<file path="config.mk">
export PLATFORM = sky130hd
export DESIGN_NAME = pfde_seq
export DESIGN_NICKNAME = d
export VERILOG_FILES = /design/src/pfde_pkg.sv /design/src/pfde_seq.sv
export SDC_FILE = /design/constraint.sdc
export NUM_CORES = 1
export LEC_CHECK = 0
export ABC_AREA = 1
export BUFFER_PORTS_ARGS = -buffer_cell sky130_fd_sc_hd__buf_2
export CORE_MARGIN = 8
export CORE_UTILIZATION = 40
export CTS_CLUSTER_DIAMETER = 50
export DETAILED_ROUTE_END_ITERATION = 8
export GPL_TIMING_DRIVEN = 0
export PLACE_DENSITY = 0.6
export SLEW_MARGIN = 0
export SYNTH_ARGS = -nofsm -noshare
export SYNTH_HDL_FRONTEND = slang
export SYNTH_SLANG_ARGS = --single-unit
</file>
<file path="constraint.sdc">
create_clock -name clock -period 4.5 [get_ports clock]
set_input_delay 0.45 -clock clock [delete_from_list [all_inputs] [get_ports clock]]
set_output_delay 0.45 -clock clock [all_outputs]
set_load 0.05 [all_outputs]
</file>
<file path="src/pfde_pkg.sv">
// Shared constants, codes and types of the page framebuffer draw engine.
// No dependencies.
`default_nettype none

package pfde_pkg;

   // Display geometry
   localparam int WIDTH       = 128;
   localparam int PAGES       = 8;
   localparam int ROWS        = PAGES * 8;
   localparam int STORE_BYTES = WIDTH * PAGES;
   localparam int ADDR_W      = $clog2(STORE_BYTES);

   // Bar percent clamp and division by 100 as multiply by reciprocal
   localparam int PCT_MAX     = 100;
   localparam int RECIP       = 5243;
   localparam int RECIP_SHIFT = 19;

   // Command codes
   typedef enum logic [2:0] {
      CMD_CLEAR = 3'd0,
      CMD_PIXEL = 3'd1,
      CMD_HLINE = 3'd2,
      CMD_VLINE = 3'd3,
      CMD_RECT  = 3'd4,
      CMD_FILL  = 3'd5,
      CMD_BAR   = 3'd6,
      CMD_READ  = 3'd7
   } cmd_type;

   // Operations of the pixel engine
   typedef enum logic [1:0] {
      OP_SPAN  = 2'd0,
      OP_CLEAR = 2'd1,
      OP_READ  = 2'd2
   } op_type;

   // One request to the pixel engine: a run of pixels, a clear or a read
   typedef struct packed {
      op_type     op;
      logic [7:0] x;
      logic [7:0] y;
      logic [7:0] len;
      logic       vert;
      logic       on;
      logic [9:0] index;
   } eng_cmd_type;

   // Pixel engine status
   typedef struct packed {
      logic idle;
      logic done;
   } eng_stat_type;

endpackage

`default_nettype wire

</file>
<file path="src/pfde_seq.sv">
// Command sequencer: breaks each draw command into pixel runs, or a clear
// or a read, for the pixel engine and computes the bar inset. Depends on pfde_pkg.
`default_nettype none

module pfde_seq (
   input  wire logic                   clock,
   input  wire logic                   reset,
   input  wire logic                   req_fire,
   input  wire logic [2:0]             req_command,
   input  wire logic [7:0]             req_x,
   input  wire logic [7:0]             req_y,
   input  wire logic [7:0]             req_width,
   input  wire logic [7:0]             req_height,
   input  wire logic [7:0]             req_value,
   input  wire logic [9:0]             req_byte_index,
   output      logic                   ready,
   output      logic                   start,
   output      pfde_pkg::eng_cmd_type  eng_cmd,
   input  wire pfde_pkg::eng_stat_type eng_stat,
   input  wire logic [7:0]             eng_rd,
   input  wire logic                   out_free,
   output      logic                   fin,
   output      logic [7:0]             result
);

   typedef enum logic [7:0] {
      S_IDLE    = 8'b00000001,
      S_SINGLE  = 8'b00000010,
      S_OUTLINE = 8'b00000100,
      S_FILL    = 8'b00001000,
      S_WAIT    = 8'b00010000,
      S_MUL     = 8'b00100000,
      S_DIV     = 8'b01000000,
      S_DONE    = 8'b10000000
   } seq_state_type;

   typedef enum logic [1:0] {
      PH_SINGLE  = 2'd0,
      PH_OUTLINE = 2'd1,
      PH_FILL    = 2'd2
   } phase_type;

   seq_state_type     state_ff, state_in;
   phase_type         phase_ff, phase_in;
   pfde_pkg::cmd_type cmd_ff, cmd_in;
   logic [7:0]        x_ff, x_in;
   logic [7:0]        y_ff, y_in;
   logic [7:0]        w_ff, w_in;
   logic [7:0]        h_ff, h_in;
   logic [6:0]        pct_ff, pct_in;
   logic              on_ff, on_in;
   logic [9:0]        index_ff, index_in;
   logic [1:0]        part_ff, part_in;
   logic [7:0]        row_ff, row_in;
   logic [7:0]        fx_ff, fx_in;
   logic [7:0]        fy_ff, fy_in;
   logic [7:0]        fw_ff, fw_in;
   logic [7:0]        fh_ff, fh_in;
   logic [14:0]       prod_ff, prod_in;
   logic [7:0]        iw;

   // Inset width: floor(prod / 100)
   assign iw = 8'((32'(prod_ff) * pfde_pkg::RECIP) >> pfde_pkg::RECIP_SHIFT);

   always_comb begin
      state_in = state_ff;
      phase_in = phase_ff;
      cmd_in   = cmd_ff;
      x_in     = x_ff;
      y_in     = y_ff;
      w_in     = w_ff;
      h_in     = h_ff;
      pct_in   = pct_ff;
      on_in    = on_ff;
      index_in = index_ff;
      part_in  = part_ff;
      row_in   = row_ff;
      fx_in    = fx_ff;
      fy_in    = fy_ff;
      fw_in    = fw_ff;
      fh_in    = fh_ff;
      prod_in  = prod_ff;
      start    = 1'b0;
      fin      = 1'b0;
      result   = 8'h00;
      eng_cmd  = '{op: pfde_pkg::OP_SPAN, x: x_ff, y: y_ff, len: 8'd0,
                   vert: 1'b0, on: 1'b1, index: index_ff};
      case (state_ff)
         S_IDLE: begin
            if (req_fire) begin
               cmd_in   = pfde_pkg::cmd_type'(req_command);
               x_in     = req_x;
               y_in     = req_y;
               w_in     = req_width;
               h_in     = req_height;
               pct_in   = (32'(req_value) > pfde_pkg::PCT_MAX) ?
                          7'(pfde_pkg::PCT_MAX) : req_value[6:0];
               on_in    = (req_value != 8'h00);
               index_in = req_byte_index;
               part_in  = 2'd0;
               row_in   = 8'd0;
               fx_in    = req_x;
               fy_in    = req_y;
               fw_in    = req_width;
               fh_in    = req_height;
               case (pfde_pkg::cmd_type'(req_command))
                  pfde_pkg::CMD_RECT, pfde_pkg::CMD_BAR: state_in = S_OUTLINE;
                  pfde_pkg::CMD_FILL:                    state_in = S_FILL;
                  default:                               state_in = S_SINGLE;
               endcase
            end
         end
         S_SINGLE: begin
            start    = 1'b1;
            phase_in = PH_SINGLE;
            state_in = S_WAIT;
            case (cmd_ff)
               pfde_pkg::CMD_CLEAR: eng_cmd.op = pfde_pkg::OP_CLEAR;
               pfde_pkg::CMD_READ:  eng_cmd.op = pfde_pkg::OP_READ;
               pfde_pkg::CMD_PIXEL: begin
                  eng_cmd.len = 8'd1;
                  eng_cmd.on  = on_ff;
               end
               pfde_pkg::CMD_HLINE: eng_cmd.len = w_ff;
               pfde_pkg::CMD_VLINE: begin
                  eng_cmd.len  = h_ff;
                  eng_cmd.vert = 1'b1;
               end
               default: eng_cmd.len = 8'd0;
            endcase
         end
         // Outline edges: top, bottom, left, right
         S_OUTLINE: begin
            start    = 1'b1;
            phase_in = PH_OUTLINE;
            state_in = S_WAIT;
            case (part_ff)
               2'd0: eng_cmd.len = w_ff;
               2'd1: begin
                  eng_cmd.y   = y_ff + h_ff - 8'd1;
                  eng_cmd.len = w_ff;
               end
               2'd2: begin
                  eng_cmd.len  = h_ff;
                  eng_cmd.vert = 1'b1;
               end
               default: begin
                  eng_cmd.x    = x_ff + w_ff - 8'd1;
                  eng_cmd.len  = h_ff;
                  eng_cmd.vert = 1'b1;
               end
            endcase
         end
         // One row of a filled area per run
         S_FILL: begin
            if (row_ff == fh_ff) begin
               state_in = S_DONE;
            end else begin
               start       = 1'b1;
               phase_in    = PH_FILL;
               eng_cmd.x   = fx_ff;
               eng_cmd.y   = fy_ff + row_ff;
               eng_cmd.len = fw_ff;
               state_in    = S_WAIT;
            end
         end
         S_WAIT: begin
            if (eng_stat.done) begin
               case (phase_ff)
                  PH_OUTLINE: begin
                     if (part_ff == 2'd3) begin
                        state_in = (cmd_ff == pfde_pkg::CMD_BAR) ? S_MUL : S_DONE;
                     end else begin
                        part_in  = part_ff + 2'd1;
                        state_in = S_OUTLINE;
                     end
                  end
                  PH_FILL: begin
                     row_in   = row_ff + 8'd1;
                     state_in = S_FILL;
                  end
                  default: state_in = S_DONE;
               endcase
            end
         end
         S_MUL: begin
            prod_in  = 15'(w_ff - 8'd2) * 15'(pct_ff);
            state_in = S_DIV;
         end
         S_DIV: begin
            fx_in    = x_ff + 8'd1;
            fy_in    = y_ff + 8'd1;
            fw_in    = iw;
            fh_in    = ((w_ff > 8'd2) && (h_ff > 8'd2) && (iw != 8'd0)) ?
                       (h_ff - 8'd2) : 8'd0;
            row_in   = 8'd0;
            state_in = S_FILL;
         end
         S_DONE: begin
            if (out_free) begin
               fin      = 1'b1;
               result   = (cmd_ff == pfde_pkg::CMD_READ) ? eng_rd : 8'h00;
               state_in = S_IDLE;
            end
         end
         default: state_in = S_IDLE;
      endcase
   end

   always_ff @(posedge clock) begin
      if (reset) begin
         state_ff <= S_IDLE;
      end else begin
         state_ff <= state_in;
      end
   end

   // Command and walk registers
   always_ff @(posedge clock) begin
      phase_ff <= phase_in;
      cmd_ff   <= cmd_in;
      x_ff     <= x_in;
      y_ff     <= y_in;
      w_ff     <= w_in;
      h_ff     <= h_in;
      pct_ff   <= pct_in;
      on_ff    <= on_in;
      index_ff <= index_in;
      part_ff  <= part_in;
      row_ff   <= row_in;
      fx_ff    <= fx_in;
      fy_ff    <= fy_in;
      fw_ff    <= fw_in;
      fh_ff    <= fh_in;
      prod_ff  <= prod_in;
   end

   assign ready = (state_ff == S_IDLE) && eng_stat.idle;

endmodule

`default_nettype wire

</file>
# After elaboration in Yosys (flattened, before gate mapping)
# Cells that the tools add are included.
[op_classes]
add_sub_neg = 11
mul = 2
n_lt_le_gt_ge = 3
eq_ne = 29
n_mux = 50
reduce_logical = 21
[op_table]
columns = ["cell", "count"]
rows = [
  ["2-to-1 mux 8 bit", 20],
  ["case mux 8 bit (2 select lines)", 5],
  ["case mux 8 bit (3 select lines)", 3],
  ["case mux 8 bit (7 select lines)", 1],
  ["case mux 16 bit (2 select lines)", 1],
  ["multiplier 15 x 13 -> 27 bit, second input constant", 1],
  ["adder 8 x 1 -> 8 bit, second input constant", 3],
  ["adder 8 bit", 3],
  ["2-to-1 mux 24 bit", 1],
  ["> comparator 8 x 2 -> 1 bit, second input constant", 2],
  ["nonzero test 8 bit", 2],
  ["subtractor 8 x 1 -> 8 bit, second input constant", 2],
  ["== test 3 bit, second input constant", 5],
  ["multiplier 9 x 8 -> 15 bit", 1],
  ["!= test 2 bit, second input constant", 7],
  ["2-to-1 mux 2 bit", 6],
  ["subtractor 8 x 2 -> 9 bit, second input constant", 1],
  ["== test 8 x 1 -> 1 bit, second input constant", 1],
  ["== test 8 x 2 -> 1 bit, second input constant", 1],
  ["== test 8 x 3 -> 1 bit, second input constant", 1],
  ["== test 8 x 4 -> 1 bit, second input constant", 1],
  ["== test 8 x 5 -> 1 bit, second input constant", 1],
  ["== test 8 x 6 -> 1 bit, second input constant", 1],
  ["== test 8 x 7 -> 1 bit, second input constant", 1],
  ["other kinds (25)", 45],
]
[word_totals]
ff_bits = 120
input_bits = 67
elab_cells = 133

# Longest topological paths before layout
[logic_depth]
depth_word = 6
mapped_depth = 25
depth_no_buf = 25

# Least setup slack after synthesis
# Ideal clock, no wire load.
[synth_path]
kind = "register to register"
startpoint = "register w_ff[1]"
endpoint = "register prod_ff[14] (data pin)"
setup_ns = 0.261
arrival_ns = 4.683
required_time_ns = 4.239
slack_ns = -0.444
path_stages_with_launch = 23
n_path_buf = 1
synth_period_minus_slack_ns = 4.944
cell_sequence = "edfxtp_1 buf_2 inv_1 ha_1 nand2_1 nor2_1 xor2_1 nor2_1 fa_1 fa_1 inv_1 fa_1 inv_1 fa_1 ha_1 nand2_1 o21ai_0 a21oi_1 o21ai_0 a21oi_1 nor2_1 nor2_1 xor2_1"
[synth_via]
elab_chain_len = 2
[synth_lines]
columns = ["item", "line_no", "text"]
rows = [
  ["from (decl)", "pfde_seq.sv:48", "logic [7:0] w_ff, w_in;"],
  ["from (signal assigned)", "pfde_seq.sv:224", "w_ff <= w_in;"],
  ["subtractor 8 x 2 -> 9 bit", "pfde_seq.sv:187", "prod_in = 15'(w_ff - 8'd2) * 15'(pct_ff);"],
  ["multiplier 9 x 8 -> 15 bit", "pfde_seq.sv:187", ""],
  ["to (signal assigned)", "pfde_seq.sv:235", "prod_ff <= prod_in;"],
  ["to (decl)", "pfde_seq.sv:59", "logic [14:0] prod_ff, prod_in;"],
]
# No other way between the ends.
# A chain may end at the register's enable or synchronous reset.

# Final worst setup path
# Ends and elaborated chain as after synthesis.

==> impl_metrics.tcl <==
set metrics [dict create \
    status "finished with violations" \
    failed_checks "setup timing" \
    core-area_mm2 0.0331 \
    async_flop_share_pct 0 \
    grt_pass1_wl_um 56400 \
    reg_top3 "prod_ff x15, index_ff x10" \
    io_pins 116 \
    ant_nets 0 \
    fmaxAchievable_mhz 204 \
    required_ns 4.74 \
    routedLengthMet1_um 16400 \
    max_cap_violations 0 \
    power_density_mw_per_mm2 439 \
    vias_per_cell 4.92 \
    cp_data_arrival_time_ns 5.14 \
    ys_seq_area_share_pct 26.5 \
    top_register "prod_ff" \
    via_count 11100 \
    place_congestion 0.911 \
    ys_seq_elements 120 \
    drt_wl_total_um 36200 \
    synthTopCellsByCount "inv_1 (372), nand2_1 (271), ha_1 (170), nor2_1 (144), fa_1 (117)" \
    cts_hold_buf 0 \
    first_global_vias 11000 \
    setup_ws_ns -0.404 \
    slew_viol_final 0 \
    synthToLayoutAreaGrowth_pct 24.7 \
    cp-end-kind "register" \
    die_h_um 198 \
    post-route-min-period_ns 4.90 \
    dieArea_mm2 0.0394 \
    yosysMostFrequentCell "inv_1" \
    cts.sinks 120 \
    ys.flop_type "edfxtp_1" \
    cts_root_buf "clkbuf_16" \
    ys_types 45 \
    cts_max_level 4 \
    syn-num-nets 1938 \
    synth_area_leaders "edfxtp_1 (25%), fa_1 (18%), ha_1 (16%), inv_1 (10%), nand2_1 (7.6%)" \
    diodes 0 \
    fin_crit_sh_pct 109 \
    setup_viol 19 \
    die_w_um 198 \
    top_layer_used "met5" \
    synth_top_area_share_pct 25.3 \
    yosysWarnings 0 \
    worstHoldPathCells 1 \
    setup_tns_ns -4.40 \
    p_leak_nw 8.06 \
    route.met3.wl_um 2000 \
    largest_register_ffs 15 \
    drtIter0Drc 752 \
    synthCells 1584 \
    syn-cell-area_mm2 0.0133 \
    grt.overflow.total 0 \
    syn_avg_cell_area_um2 8.40 \
    rsz0062_at_grt "yes" \
    start_util_pct 40.2 \
    r2r_cells 22 \
    clk_latency_ns 0.43 \
    grt_start_max_net_pins 33 \
    drive_above_1_share_pct 23.0 \
    critical_path_class "register to register" \
    drc 0 \
    ir_worst_vdd_uv 499 \
    synth-edff-count 112 \
    port_buffers 114 \
    clkTransAtPathRegs_ns 0.07 \
    cts_buffer_depth 2 \
    first_pass_iters 5 \
    synth_area_leader_cell "edfxtp_1" \
    wl_per_cell_um 16.1 \
    cts_buffers 17 \
    antenna_found_initial 1 \
    hold_violations 0 \
    path_max_fanout 5 \
    std_cell_rows 67 \
    min-delay-path-class "input port to register" \
    relSlewSlack_pct 23.1 \
    critPathLaunchType "register" \
    clock_skew_ns 0.0168 \
    cts_tree "yes" \
    nets 2144 \
    route.met2.wl_um 17100 \
    fin_util_pct 50.1 \
    dp_hpwl_um 28700 \
    grt_util_all_layers_pct 18.2 \
    tightest_slew_ns 1.15 \
]
[kinds of logic after synthesis]
logic type / count (synthesis) / share of synthesized area, %
AND/OR/NAND/NOR: 539 / 17.2
flip-flops: 120 / 26.5
XOR/XNOR: 53 / 3.49
adder cells (fa/ha/maj): 287 / 33.6
buffers and inverters: 400 / 11.3
AO/OA/AOI/OAI: 185 / 7.94
[path summary, 6_finish.rpt]
check	slack, ns	to	from
worst max-delay path	-0.40	prod_ff[14]	w_ff[1]
worst min-delay path	0.20	index_ff[8]	req_byte_index[8]
worst max register to register	-0.40	prod_ff[14]	w_ff[1]
worst min register to register	0.65	state_ff[3]	phase_ff[1]
[routing by layer]
| metal | GRT usage (%) | up-vias |
|---|---|---|
| li1 | - | 5460 |
| met1 | 24.6 | 5268 |
| met2 | 29.8 | 308 |
| met3 | 2.83 | 39 |
| met4 | 5.63 | 2 |
| met5 | 0 | - |
[critical path, cell delays in order (launching register included)]
cell      delay (ns)
edfxtp_1        0.40
buf_6           0.16
clkinv_4        0.05
ha_4            0.13
nand2_4         0.06
nor2_4          0.20
xor2_4          0.27
inv_2           0.06
nand2_1         0.08
fa_1            0.46
fa_1            0.50
inv_1           0.05
fa_2            0.52
fa_1            0.45
ha_4            0.30
a21oi_2         0.20
o21ai_2         0.08
a21oi_2         0.14
o21ai_2         0.09
a21oi_2         0.14
nor2_1          0.05
nor2_1          0.11
xor2_1          0.23
[power by group]
part           internal, W  leakage, nW  switching [W]
combinational      0.00194         6.67        0.00239
clock             0.000714        0.259       0.000550
sequential         0.00155         1.12       0.000149
total              0.00420         8.06        0.00309
[metrics by stage]
stage / cells / cell area [um2] / hold slack (ns) / total power (W) / setup slack (ns)
final: 2251 / 16600 / 0.197 / 0.00729 / -0.404
after global routing: 2251 / 16600 / 0.192 / 0.00784 / -0.620
after CTS: 2217 / 15800 / 0.182 / 0.00659 / -0.374
after detailed placement: 2147 / 14700 / 0.625 / 0.00499 / -0.699
after global placement: 2146 / 14700 / 0.626 / 0.00493 / -1.60
after floorplan: 1584 / 13500 / 0.549 / 0.00429 / -0.102
[area by class of cell]
cell class | count | area (um2)
timing repair buffer | 187 | 1210
tap | 448 | 561
clock inverter | 14 | 111
sequential | 120 | 3520
buffer | 17 | 77.6
fill | 3088 | 16500
multi-input combinational | 1064 | 9250
clock buffer | 18 | 429
inverter | 383 | 1450
[cell usage in the layout, fill, tap and decap left out, types with 5 or more instances in the layout]
cell,instances
xor2_1,33
inv_6,7
inv_2,31
nand2_4,11
nor2_4,12
nor2_2,14
a31oi_1,8
a21oi_1,46
o21ai_0,49
o211ai_1,21
clkbuf_1,13
nand4_1,15
inv_1,346
nand3_1,35
o21ai_2,11
nand3_2,13
fa_1,114
buf_4,54
nand2_1,233
edfxtp_1,112
nor3b_1,11
ha_4,25
o21ai_1,5
xnor2_1,17
nand2_2,27
clkbuf_16,17
nor2_1,125
dfxtp_1,8
buf_2,116
nor4_1,8
a21oi_2,14
a21oi_4,5
a22oi_1,7
buf_6,19
ha_1,144
nor3_1,16
[timing repair]
item	CTS	global route
gates cloned	0	0
resized for setup	72	120
setup endpoints to repair	22	24
pin swaps	53	74
setup buffers	38	34
endpoints found under the hold margin	0	0
No activity file was read; power rests on OpenSTA's default activity.
